===== src/rtl/pcc_pkg.sv =====
// Types, constants and codes of the phase current conditioner.
package pcc_pkg;

  // Build option: 1 selects the single-shunt reconstruction path.
  localparam bit ONE_SHUNT = 1'b0;

  localparam int SampW  = 12;
  localparam int CurW   = 24;
  localparam int GainW  = 24;
  localparam int CoefW  = 16;
  localparam int AccW   = 32;
  localparam int OrdW   = 2;
  localparam int OpW    = 25;
  localparam int ProdW  = 2 * OpW;
  localparam int CfgIdxW = 3;
  localparam int CfgW   = 24;

  localparam int CalShift  = 4;
  localparam int IntShift  = 8;
  localparam int FilShift  = 16;
  localparam int NullShift = 8;

  localparam logic signed [CurW-1:0] CUR_MAX = {1'b0, {(CurW-1){1'b1}}};
  localparam logic signed [CurW-1:0] CUR_MIN = {1'b1, {(CurW-1){1'b0}}};
  localparam logic signed [AccW-1:0] ACC_MAX = {1'b0, {(AccW-1){1'b1}}};
  localparam logic signed [AccW-1:0] ACC_MIN = {1'b1, {(AccW-1){1'b0}}};

  localparam logic signed [GainW-1:0] GAIN_RESET  = GainW'(65536);
  localparam logic [CoefW-1:0]        COEFF_RESET = {CoefW{1'b1}};

  typedef enum logic [CfgIdxW-1:0] {
    REG_GAIN_U,
    REG_GAIN_V,
    REG_GAIN_W,
    REG_OFF_U,
    REG_OFF_V,
    REG_OFF_W,
    REG_COEFF,
    REG_NULL_GAIN
  } cfg_reg_e;

  typedef enum logic [1:0] {
    SH_CAL,
    SH_INT,
    SH_FIL
  } rnd_shift_e;

  // Control of one operation of the shared multiply unit.
  typedef struct packed {
    rnd_shift_e              shift;
    logic                    sat32;
    logic signed [AccW-1:0]  addend;
  } mac_op_t;

  typedef enum logic [3:0] {
    ST_IDLE,
    ST_CAL,
    ST_CAL_WB,
    ST_NULL,
    ST_PERM,
    ST_FIL,
    ST_FIL_WB,
    ST_INT,
    ST_INT_WB,
    ST_OUT
  } seq_state_e;

endpackage


===== src/rtl/pcc_if.sv =====
// Valid/ready channel interfaces for sample sets and filtered currents.
interface pcc_in_if;
  logic                              valid;
  logic                              ready;
  logic [pcc_pkg::SampW-1:0]         sample_a;
  logic [pcc_pkg::SampW-1:0]         sample_b;
  logic [pcc_pkg::SampW-1:0]         sample_c;
  logic [pcc_pkg::OrdW-1:0]          order_u;
  logic [pcc_pkg::OrdW-1:0]          order_v;
  logic [pcc_pkg::OrdW-1:0]          order_w;
  logic                              null_update;

  modport source (output valid, sample_a, sample_b, sample_c, order_u, order_v, order_w,
                  null_update, input ready);
  modport sink (input valid, sample_a, sample_b, sample_c, order_u, order_v, order_w,
                null_update, output ready);
endinterface

interface pcc_out_if;
  logic                              valid;
  logic                              ready;
  logic signed [pcc_pkg::CurW-1:0]   current_u;
  logic signed [pcc_pkg::CurW-1:0]   current_v;
  logic signed [pcc_pkg::CurW-1:0]   current_w;

  modport source (output valid, current_u, current_v, current_w, input ready);
  modport sink (input valid, current_u, current_v, current_w, output ready);
endinterface


===== src/rtl/pcc_mac.sv =====
// Shared multiply unit: registered product, then round-shift, add and saturate.
module pcc_mac (
  input  logic                                  clk_i,
  input  logic                                  issue_i,
  input  logic signed [pcc_pkg::OpW-1:0]        a_i,
  input  logic signed [pcc_pkg::OpW-1:0]        b_i,
  input  pcc_pkg::mac_op_t                      op_i,
  output logic signed [pcc_pkg::AccW-1:0]       result_o
);

  localparam int SumW = pcc_pkg::ProdW + 1;

  logic signed [pcc_pkg::ProdW-1:0] prod_q;
  pcc_pkg::mac_op_t                 op_q;

  logic signed [SumW-1:0] prod_ext;
  logic signed [SumW-1:0] rnd;
  logic signed [SumW-1:0] shifted;
  logic signed [SumW-1:0] sum;
  logic signed [SumW-1:0] hi;
  logic signed [SumW-1:0] lo;
  logic signed [SumW-1:0] clamped;

  always_ff @(posedge clk_i) begin
    if (issue_i) begin
      prod_q <= a_i * b_i;
      op_q   <= op_i;
    end
  end

  always_comb begin
    prod_ext = SumW'(prod_q);
    rnd      = prod_ext;
    shifted  = prod_ext;
    case (op_q.shift)
      pcc_pkg::SH_CAL: begin
        rnd     = prod_ext + SumW'(1 << (pcc_pkg::CalShift - 1));
        shifted = rnd >>> pcc_pkg::CalShift;
      end
      pcc_pkg::SH_INT: begin
        rnd     = prod_ext + SumW'(1 << (pcc_pkg::IntShift - 1));
        shifted = rnd >>> pcc_pkg::IntShift;
      end
      pcc_pkg::SH_FIL: begin
        rnd     = prod_ext + SumW'(1 << (pcc_pkg::FilShift - 1));
        shifted = rnd >>> pcc_pkg::FilShift;
      end
      default: begin
        rnd     = prod_ext;
        shifted = prod_ext;
      end
    endcase
    sum = shifted + SumW'(op_q.addend);
    hi  = op_q.sat32 ? SumW'(pcc_pkg::ACC_MAX) : SumW'(pcc_pkg::CUR_MAX);
    lo  = op_q.sat32 ? SumW'(pcc_pkg::ACC_MIN) : SumW'(pcc_pkg::CUR_MIN);
    if (sum > hi) begin
      clamped = hi;
    end else if (sum < lo) begin
      clamped = lo;
    end else begin
      clamped = sum;
    end
    result_o = clamped[pcc_pkg::AccW-1:0];
  end

endmodule


===== src/rtl/phase_current_conditioner.sv =====
// Top level of the phase current conditioner: sequencer, state and register file.
//
//   channel   dir  handshake          payload
//   in_i      in   valid/ready        sample_a/b/c, order_u/v/w, null_update
//   out_o     out  valid/ready        current_u/v/w
//   cfg       in   cfg_we_i (no wait) cfg_idx_i, cfg_data_i
//
// Every product goes through the one shared multiply unit. Input is ready only while the
// sequencer is idle, so a new transaction is taken only after the last one has left it.
// Reset clears the sequencer, the filter and null state and loads register defaults.
// A stalled result holds in the output register while the next transaction is taken;
// the sequencer waits in its final step only if that register is still full.
module phase_current_conditioner #(
  parameter bit OneShunt = pcc_pkg::ONE_SHUNT
) (
  input  logic                              clk_i,
  input  logic                              rst_ni,
  pcc_in_if.sink                            in_i,
  pcc_out_if.source                         out_o,
  input  logic                              cfg_we_i,
  input  logic [pcc_pkg::CfgIdxW-1:0]       cfg_idx_i,
  input  logic [pcc_pkg::CfgW-1:0]          cfg_data_i
);

  localparam int CurW = pcc_pkg::CurW;
  localparam int AccW = pcc_pkg::AccW;
  localparam int OpW  = pcc_pkg::OpW;

  // Last sample index of the calibration pass and of the integrator pass.
  localparam logic [1:0] LastCal = OneShunt ? 2'd1 : 2'd2;
  localparam logic [1:0] LastInt = OneShunt ? 2'd0 : 2'd2;
  localparam logic [1:0] LastPh  = 2'd2;
  localparam logic [1:0] PhV     = 2'd1;

  function automatic logic signed [CurW-1:0] sat24(input logic signed [CurW+1:0] v);
    logic signed [CurW+1:0] hi;
    logic signed [CurW+1:0] lo;
    hi = (CurW+2)'(pcc_pkg::CUR_MAX);
    lo = (CurW+2)'(pcc_pkg::CUR_MIN);
    if (v > hi) begin
      return pcc_pkg::CUR_MAX;
    end else if (v < lo) begin
      return pcc_pkg::CUR_MIN;
    end
    return v[CurW-1:0];
  endfunction

  // Configuration registers
  logic signed [pcc_pkg::GainW-1:0] gain_q [3];
  logic signed [CurW-1:0]           off_q [3];
  logic [pcc_pkg::CoefW-1:0]        coeff_q;
  logic [pcc_pkg::CoefW-1:0]        ngain_q;

  // Persistent filter and null-integrator state
  logic signed [CurW-1:0] filt_q [3];
  logic signed [AccW-1:0] acc_q [3];

  // Captured transaction and working values
  logic [pcc_pkg::SampW-1:0] samp_q [3];
  logic [pcc_pkg::OrdW-1:0]  ord_q [3];
  logic                      upd_q;
  logic signed [CurW-1:0]    corr_q [3];
  logic signed [CurW-1:0]    ph_q [3];
  logic signed [OpW-1:0]     nv_q;

  // Output register
  logic signed [CurW-1:0] out_q [3];
  logic                   out_valid_q;

  pcc_pkg::seq_state_e state_q, state_d;
  logic [1:0]          idx_q, idx_d;

  logic                   in_acc;
  logic                   out_load;
  logic [1:0]             ch;
  logic signed [AccW:0]   nv_rnd;
  logic signed [CurW+1:0] ndiff;
  logic signed [CurW:0]   csum;
  logic signed [CurW-1:0] err;
  logic signed [CurW-1:0] xv [4];

  logic                     mac_issue;
  logic signed [OpW-1:0]    mac_a;
  logic signed [OpW-1:0]    mac_b;
  pcc_pkg::mac_op_t         mac_op;
  logic signed [AccW-1:0]   mac_res;

  assign in_i.ready = (state_q == pcc_pkg::ST_IDLE);
  assign in_acc     = in_i.valid && in_i.ready;
  assign out_load   = (state_q == pcc_pkg::ST_OUT) && (!out_valid_q || out_o.ready);

  // Single shunt always works on the v-phase calibration and integrator.
  assign ch = OneShunt ? PhV : idx_q;

  // Configuration writes
  always_ff @(posedge clk_i or negedge rst_ni) begin
    if (!rst_ni) begin
      for (int i = 0; i < 3; i++) begin
        gain_q[i] <= pcc_pkg::GAIN_RESET;
        off_q[i]  <= '0;
      end
      coeff_q <= pcc_pkg::COEFF_RESET;
      ngain_q <= '0;
    end else if (cfg_we_i) begin
      unique case (pcc_pkg::cfg_reg_e'(cfg_idx_i))
        pcc_pkg::REG_GAIN_U:    gain_q[0] <= cfg_data_i;
        pcc_pkg::REG_GAIN_V:    gain_q[1] <= cfg_data_i;
        pcc_pkg::REG_GAIN_W:    gain_q[2] <= cfg_data_i;
        pcc_pkg::REG_OFF_U:     off_q[0]  <= cfg_data_i;
        pcc_pkg::REG_OFF_V:     off_q[1]  <= cfg_data_i;
        pcc_pkg::REG_OFF_W:     off_q[2]  <= cfg_data_i;
        pcc_pkg::REG_COEFF:     coeff_q   <= cfg_data_i[pcc_pkg::CoefW-1:0];
        pcc_pkg::REG_NULL_GAIN: ngain_q   <= cfg_data_i[pcc_pkg::CoefW-1:0];
        default: ;
      endcase
    end
  end

  // Sequencer state register
  always_ff @(posedge clk_i or negedge rst_ni) begin
    if (!rst_ni) begin
      state_q <= pcc_pkg::ST_IDLE;
      idx_q   <= '0;
    end else begin
      state_q <= state_d;
      idx_q   <= idx_d;
    end
  end

  // Next state: calibrate and null each sample, rebuild phases, filter each
  // phase, then optionally integrate the nulls, then hand over the result.
  always_comb begin
    state_d   = state_q;
    idx_d     = idx_q;
    mac_issue = 1'b0;
    unique case (state_q)
      pcc_pkg::ST_IDLE: begin
        if (in_acc) begin
          state_d = pcc_pkg::ST_CAL;
          idx_d   = '0;
        end
      end
      pcc_pkg::ST_CAL: begin
        mac_issue = 1'b1;
        state_d   = pcc_pkg::ST_CAL_WB;
      end
      pcc_pkg::ST_CAL_WB: state_d = pcc_pkg::ST_NULL;
      pcc_pkg::ST_NULL: begin
        if (idx_q == LastCal) begin
          state_d = pcc_pkg::ST_PERM;
          idx_d   = '0;
        end else begin
          state_d = pcc_pkg::ST_CAL;
          idx_d   = idx_q + 2'd1;
        end
      end
      pcc_pkg::ST_PERM: state_d = pcc_pkg::ST_FIL;
      pcc_pkg::ST_FIL: begin
        mac_issue = 1'b1;
        state_d   = pcc_pkg::ST_FIL_WB;
      end
      pcc_pkg::ST_FIL_WB: begin
        if (idx_q == LastPh) begin
          idx_d   = '0;
          state_d = upd_q ? pcc_pkg::ST_INT : pcc_pkg::ST_OUT;
        end else begin
          idx_d   = idx_q + 2'd1;
          state_d = pcc_pkg::ST_FIL;
        end
      end
      pcc_pkg::ST_INT: begin
        mac_issue = 1'b1;
        state_d   = pcc_pkg::ST_INT_WB;
      end
      pcc_pkg::ST_INT_WB: begin
        if (idx_q == LastInt) begin
          idx_d   = '0;
          state_d = pcc_pkg::ST_OUT;
        end else begin
          idx_d   = idx_q + 2'd1;
          state_d = pcc_pkg::ST_INT;
        end
      end
      pcc_pkg::ST_OUT: begin
        if (out_load) begin
          state_d = pcc_pkg::ST_IDLE;
        end
      end
      default: state_d = pcc_pkg::ST_IDLE;
    endcase
  end

  // Null value in Q12.12 and the corrected sample
  assign nv_rnd = (AccW+1)'(acc_q[ch]) + (AccW+1)'(1 << (pcc_pkg::NullShift - 1));
  assign ndiff  = (CurW+2)'(corr_q[idx_q]) - (CurW+2)'(nv_q);

  // Single-shunt rebuilt values: -b, b-a, a, and zero for the unused code
  assign xv[0] = sat24(-(CurW+2)'(corr_q[1]));
  assign xv[1] = sat24((CurW+2)'(corr_q[1]) - (CurW+2)'(corr_q[0]));
  assign xv[2] = corr_q[0];
  assign xv[3] = '0;

  // Integrator input: the corrected phase, or the mean of both shunt samples
  assign csum = (CurW+1)'(corr_q[0]) + (CurW+1)'(corr_q[1]);
  assign err  = OneShunt ? CurW'(csum >>> 1) : corr_q[idx_q];

  // Operands of the shared unit
  always_comb begin
    mac_a         = OpW'($signed({1'b0, samp_q[idx_q]}));
    mac_b         = OpW'(gain_q[ch]);
    mac_op.shift  = pcc_pkg::SH_CAL;
    mac_op.sat32  = 1'b0;
    mac_op.addend = AccW'(off_q[ch]);
    case (state_q)
      pcc_pkg::ST_FIL: begin
        mac_a         = OpW'(ph_q[idx_q]) - OpW'(filt_q[idx_q]);
        mac_b         = OpW'($signed({1'b0, coeff_q}));
        mac_op.shift  = pcc_pkg::SH_FIL;
        mac_op.addend = AccW'(filt_q[idx_q]);
      end
      pcc_pkg::ST_INT: begin
        mac_a         = OpW'(err);
        mac_b         = OpW'($signed({1'b0, ngain_q}));
        mac_op.shift  = pcc_pkg::SH_INT;
        mac_op.sat32  = 1'b1;
        mac_op.addend = acc_q[ch];
      end
      default: ;
    endcase
  end

  pcc_mac u_mac (
    .clk_i    (clk_i),
    .issue_i  (mac_issue),
    .a_i      (mac_a),
    .b_i      (mac_b),
    .op_i     (mac_op),
    .result_o (mac_res)
  );

  // Capture the transaction and hold working values
  always_ff @(posedge clk_i) begin
    if (in_acc) begin
      samp_q[0] <= in_i.sample_a;
      samp_q[1] <= in_i.sample_b;
      samp_q[2] <= in_i.sample_c;
      ord_q[0]  <= in_i.order_u;
      ord_q[1]  <= in_i.order_v;
      ord_q[2]  <= in_i.order_w;
      upd_q     <= in_i.null_update;
    end
    case (state_q)
      pcc_pkg::ST_CAL:    nv_q <= OpW'(nv_rnd >>> pcc_pkg::NullShift);
      pcc_pkg::ST_CAL_WB: corr_q[idx_q] <= mac_res[CurW-1:0];
      pcc_pkg::ST_NULL:   corr_q[idx_q] <= sat24(ndiff);
      pcc_pkg::ST_PERM: begin
        for (int i = 0; i < 3; i++) begin
          ph_q[i] <= OneShunt ? xv[ord_q[i]] : corr_q[i];
        end
      end
      default: ;
    endcase
    if (out_load) begin
      for (int i = 0; i < 3; i++) begin
        out_q[i] <= filt_q[i];
      end
    end
  end

  // Filter and integrator state: advance only at write-back steps
  always_ff @(posedge clk_i or negedge rst_ni) begin
    if (!rst_ni) begin
      for (int i = 0; i < 3; i++) begin
        filt_q[i] <= '0;
        acc_q[i]  <= '0;
      end
    end else begin
      if (state_q == pcc_pkg::ST_FIL_WB) begin
        filt_q[idx_q] <= mac_res[CurW-1:0];
      end
      if (state_q == pcc_pkg::ST_INT_WB) begin
        acc_q[ch] <= mac_res;
      end
    end
  end

  // Output register valid: set on load, drop once taken
  always_ff @(posedge clk_i or negedge rst_ni) begin
    if (!rst_ni) begin
      out_valid_q <= 1'b0;
    end else if (out_load) begin
      out_valid_q <= 1'b1;
    end else if (out_o.ready) begin
      out_valid_q <= 1'b0;
    end
  end

  assign out_o.valid     = out_valid_q;
  assign out_o.current_u = out_q[0];
  assign out_o.current_v = out_q[1];
  assign out_o.current_w = out_q[2];

endmodule


===== src/flat_wrapper.sv =====
// flat-port wrapper written by rule: the top's interface ports become plain ports
module phase_current_conditioner_flat 
#(
  parameter bit OneShunt = pcc_pkg::ONE_SHUNT
)
  (clk_i, rst_ni, cfg_we_i, cfg_idx_i, cfg_data_i, in_i_valid, in_i_sample_a, in_i_sample_b, in_i_sample_c, in_i_order_u, in_i_order_v, in_i_order_w, in_i_null_update, in_i_ready, out_o_valid, out_o_current_u, out_o_current_v, out_o_current_w, out_o_ready);
  pcc_in_if in_i_i ();
  pcc_out_if out_o_i ();
  input  logic clk_i;
  input  logic rst_ni;
  input  logic cfg_we_i;
  input  logic [pcc_pkg::CfgIdxW-1:0] cfg_idx_i;
  input  logic [pcc_pkg::CfgW-1:0] cfg_data_i;
  input wire logic [$bits(in_i_i.valid)-1:0] in_i_valid;
  input wire logic [$bits(in_i_i.sample_a)-1:0] in_i_sample_a;
  input wire logic [$bits(in_i_i.sample_b)-1:0] in_i_sample_b;
  input wire logic [$bits(in_i_i.sample_c)-1:0] in_i_sample_c;
  input wire logic [$bits(in_i_i.order_u)-1:0] in_i_order_u;
  input wire logic [$bits(in_i_i.order_v)-1:0] in_i_order_v;
  input wire logic [$bits(in_i_i.order_w)-1:0] in_i_order_w;
  input wire logic [$bits(in_i_i.null_update)-1:0] in_i_null_update;
  output wire logic [$bits(in_i_i.ready)-1:0] in_i_ready;
  output wire logic [$bits(out_o_i.valid)-1:0] out_o_valid;
  output wire logic [$bits(out_o_i.current_u)-1:0] out_o_current_u;
  output wire logic [$bits(out_o_i.current_v)-1:0] out_o_current_v;
  output wire logic [$bits(out_o_i.current_w)-1:0] out_o_current_w;
  input wire logic [$bits(out_o_i.ready)-1:0] out_o_ready;
  assign in_i_i.valid = in_i_valid;
  assign in_i_i.sample_a = in_i_sample_a;
  assign in_i_i.sample_b = in_i_sample_b;
  assign in_i_i.sample_c = in_i_sample_c;
  assign in_i_i.order_u = in_i_order_u;
  assign in_i_i.order_v = in_i_order_v;
  assign in_i_i.order_w = in_i_order_w;
  assign in_i_i.null_update = in_i_null_update;
  assign in_i_ready = in_i_i.ready;
  assign out_o_valid = out_o_i.valid;
  assign out_o_current_u = out_o_i.current_u;
  assign out_o_current_v = out_o_i.current_v;
  assign out_o_current_w = out_o_i.current_w;
  assign out_o_i.ready = out_o_ready;
  phase_current_conditioner #(.OneShunt(OneShunt)) u_core (.clk_i(clk_i), .rst_ni(rst_ni), .in_i(in_i_i), .out_o(out_o_i), .cfg_we_i(cfg_we_i), .cfg_idx_i(cfg_idx_i), .cfg_data_i(cfg_data_i));
endmodule

===== config.mk =====
export PLATFORM = sky130hd
export DESIGN_NAME = phase_current_conditioner_flat
export DESIGN_NICKNAME = d
export VERILOG_FILES = /design/src/rtl/pcc_pkg.sv /design/src/rtl/pcc_if.sv /design/src/rtl/pcc_mac.sv /design/src/rtl/phase_current_conditioner.sv /design/src/flat_wrapper.sv
export SDC_FILE = /design/constraint.sdc
export NUM_CORES = 2
export LEC_CHECK = 0
export BUFFER_PORTS_ARGS = -buffer_cell sky130_fd_sc_hd__buf_2
export CAP_MARGIN = 10
export CORE_ASPECT_RATIO = 1.1
export CORE_MARGIN = 3
export CORE_UTILIZATION = 55
export DETAILED_ROUTE_END_ITERATION = 16
export PLACE_DENSITY = 0.83
export SYNTH_ARGS = -nofsm -noshare
export SYNTH_HDL_FRONTEND = slang
export SYNTH_SLANG_ARGS = --single-unit

===== constraint.sdc =====
create_clock -name clk_i -period 24.9 [get_ports clk_i]
set_input_delay 3.735 -clock clk_i [delete_from_list [all_inputs] [get_ports clk_i]]
set_output_delay 3.735 -clock clk_i [all_outputs]
set_load 0.01 [all_outputs]

==> results.json <==
{
  "status": "finished, final reports clean",
  "dr_total_vias": 46833,
  "cts_sinks": 738,
  "top_layer": "met4",
  "firstDrtPassIters": 7,
  "avgSynthCellArea_sq_um": 10.2,
  "cts_tree": "yes",
  "grt.overflow.total": 0,
  "fmax_mhz": 72.0,
  "cpPeakStageDelay_ns": 1.16,
  "ys_warn_count": 0,
  "m1WireLength_mm": 61.0,
  "fin_crit_sh_pct": 55.8,
  "cts_made_buffers": 74,
  "core_area_sq_mm": 0.111,
  "stdcell_area_sq_mm": 0.0668,
  "grt_pass1_vias": 48103,
  "cts_resized": 0,
  "hp-class": "flop to flop",
  "die_y_um": 357,
  "critPathCaptureType": "flop",
  "synthTopCellsByCount": "inv_1, nand2_1, fa_1",
  "synth_async_sr_flop_share_pct": 47.6,
  "grt_antenna_before_repair": 12,
  "postCtsSetupBuffers": 0,
  "drc": 0,
  "worst_pin_slew_ns": 1.32,
  "crit_required_ns": 25.28,
  "grt_setup_unrepaired": "no",
  "wl_per_cell_um": 22.5,
  "syn_area_sq_mm": 0.0616,
  "area_delta_synth_final_pct": 8.33,
  "post_drt_via_cell_ratio": 6.07,
  "max_cap_violations": 0,
  "ff_latch_area_sq_mm": 0.0204,
  "dieWidth_um": 325,
  "slew_headroom_pct": 10.7,
  "dp_hpwl_mm": 130,
  "cp.arrival_ns": 14.27,
  "num_rows": 128,
  "cts_root_buffer": "clkbuf_16",
  "hold_buffers": 0,
  "yosysTopAreaCellShare_pct": 20.8,
  "setup_viol_count_final": 0,
  "clockBufferDepth": 3,
  "die_area_sq_mm": 0.116,
  "synth_area_leaders": "fa_1, edfxtp_1, dfrtp_1, ha_1, inv_1",
  "synth-edff-count": 387,
  "seq_area_frac_synth_pct": 33.1,
  "hold_viol": 0,
  "synthDistinctLibCells": 93,
  "clock_skew_ns": 0.0358,
  "ant_nets": 0,
  "fin_crit_ns": 13.89,
  "wirelength_mm": 173,
  "grt_max_degree": 127,
  "fin_nets": 7138,
  "cp_common_cell": "fa_1",
  "synth.most_common_cell": "inv_1",
  "multi_input_area_sq_mm": 0.0375,
  "nFillCells": 8622,
  "htree_levels": 3,
  "cp-start-kind": "flop",
  "grt_pass1_wl_mm": 268,
  "drive_gt1_share_pct": 11.4,
  "yosysTopAreaCell": "fa_1",
  "grt_use_total_pct": 29.7,
  "gp_congestion": 0.975,
  "initial_core_util_pct": 55.5,
  "insertion_delay_ns": 0.65,
  "crit_slowest_cell": "fa_1",
  "path_class": "flop to flop",
  "clkTransAtPathRegs_ns": 0.06,
  "synthFlopType": "edfxtp_1",
  "wl_met2_mm": 80.4,
  "syn-instance-count": 6041,
  "io_pins": 149,
  "dr.first_iter.drc_count": 5360,
  "wl_met3_mm": 18.0,
  "crit_fanout": 37,
  "synth-seq-cells": 738,
  "slew_viol_final": 0,
  "port_buffers": 142,
  "dpl_cell_area_sq_mm": 0.0642,
  "fin_setup_tns_ns": 0
}
final timing paths:
check,start,endpoint,cells after the start,slack [ns]
worst max-delay path,u_core.ch[0],u_core.u_mac.prod_q[49],46,11.01
worst min-delay path,u_core.corr_q[0][20],u_core.ph_q[0][20],0,0.43
worst max register to register,u_core.ch[0],u_core.u_mac.prod_q[49],46,11.01
worst min register to register,u_core.corr_q[0][20],u_core.ph_q[0][20],0,0.43
max in group asynchronous,rst_ni,u_core.acc_q[60],3,19.24
min in group asynchronous,rst_ni,u_core.out_o.valid,1,3.13
cell usage in the layout (no fill, tap or decap), types with 72 or more instances in the layout:
cell type  synthesis  routed
a21o_1            72      72
a21oi_1          309     304
buf_2             17     141
buf_4              7      81
clkbuf_16          0      75
conb_1             2      98
dfrtp_1          332     329
edfxtp_1         387     387
fa_1             641     641
ha_1             276     276
inv_1            807     807
mux2_2           201     201
mux2i_1          156     156
nand2_1          664     660
nand2b_1          86      86
nor2_1           447     446
o21ai_0          297     296
xnor2_1          181     181
xor2_1            96      96
layer usage:
metal	up-vias	track usage, %
li1	20170	-
met1	23054	36.0
met2	2828	48.3
met3	781	6.31
met4	0	19.9
met5	-	0
cell type report:
| class | instances | share of cell area [%] |
|---|---|---|
| well taps | 1495 | 2.80 |
| diodes | 10 | 0.0375 |
| inverters | 810 | 4.55 |
| repair buffers | 224 | 2.02 |
| clock inverters | 42 | 0.809 |
| flip-flops and latches | 738 | 30.6 |
| multi-input cells | 4298 | 56.2 |
| clock buffers | 94 | 2.99 |
kinds of logic (layout without fill, tap and decap cells):
family	after synthesis	in the layout	share of synthesized area (%)
AOI/OAI and AO/OA	1003	1003	9.83
xor gates and xnor gates	277	277	3.94
adders and majority gates	917	917	26.4
buffers and inverters	1101	1170	6.78
DFF	738	738	33.1
muxes	417	417	8.40
other	2	108	0.0122
and+or+nand+nor	1586	1586	11.5
flip-flops by register name, summed over array words and instances (netlist names), 16 cells and up:
signal,count
u_core.corr_q,96
u_core.ph_q,72
u_core.ngain_q,16
u_core.acc_q,96
u_core.coeff_q,16
u_core.gain_q,72
u_core.u_mac.prod_q,50
u_core.out_q,72
u_core.filt_q,72
u_core.nv_q,25
u_core.samp_q,36
u_core.off_q,72
u_core.u_mac.op_q,35
per-stage QoR:
| stage | std cells | hold slack (ns) | setup slack (ns) | util, % |
|---|---|---|---|---|
| after floorplan | 6137 | 0.421 | 11.69 | - |
| after global placement | 7565 | 0.422 | 11.41 | 57.9 |
| after detailed placement | 7565 | 0.429 | 11.24 | 57.9 |
| after CTS | 7701 | 0.414 | 11.09 | 60.2 |
| after global routing | 7707 | 0.436 | 10.33 | 60.2 |
| final | 7711 | 0.430 | 11.01 | 60.2 |
worst max-delay path: cells and delay by family, from the launching register on:
family | cells | cell delay, ns
and+or+nand+nor | 7 | 0.99
buffers and inverters | 6 | 1.72
DFF | 1 | 0.70
xor gates and xnor gates | 2 | 0.27
adders and majority gates | 9 | 5.02
AOI/OAI and AO/OA | 22 | 4.85
Power is not shown: default switching activity piles up to over one toggle a cycle in this logic, so the estimate is an artifact.
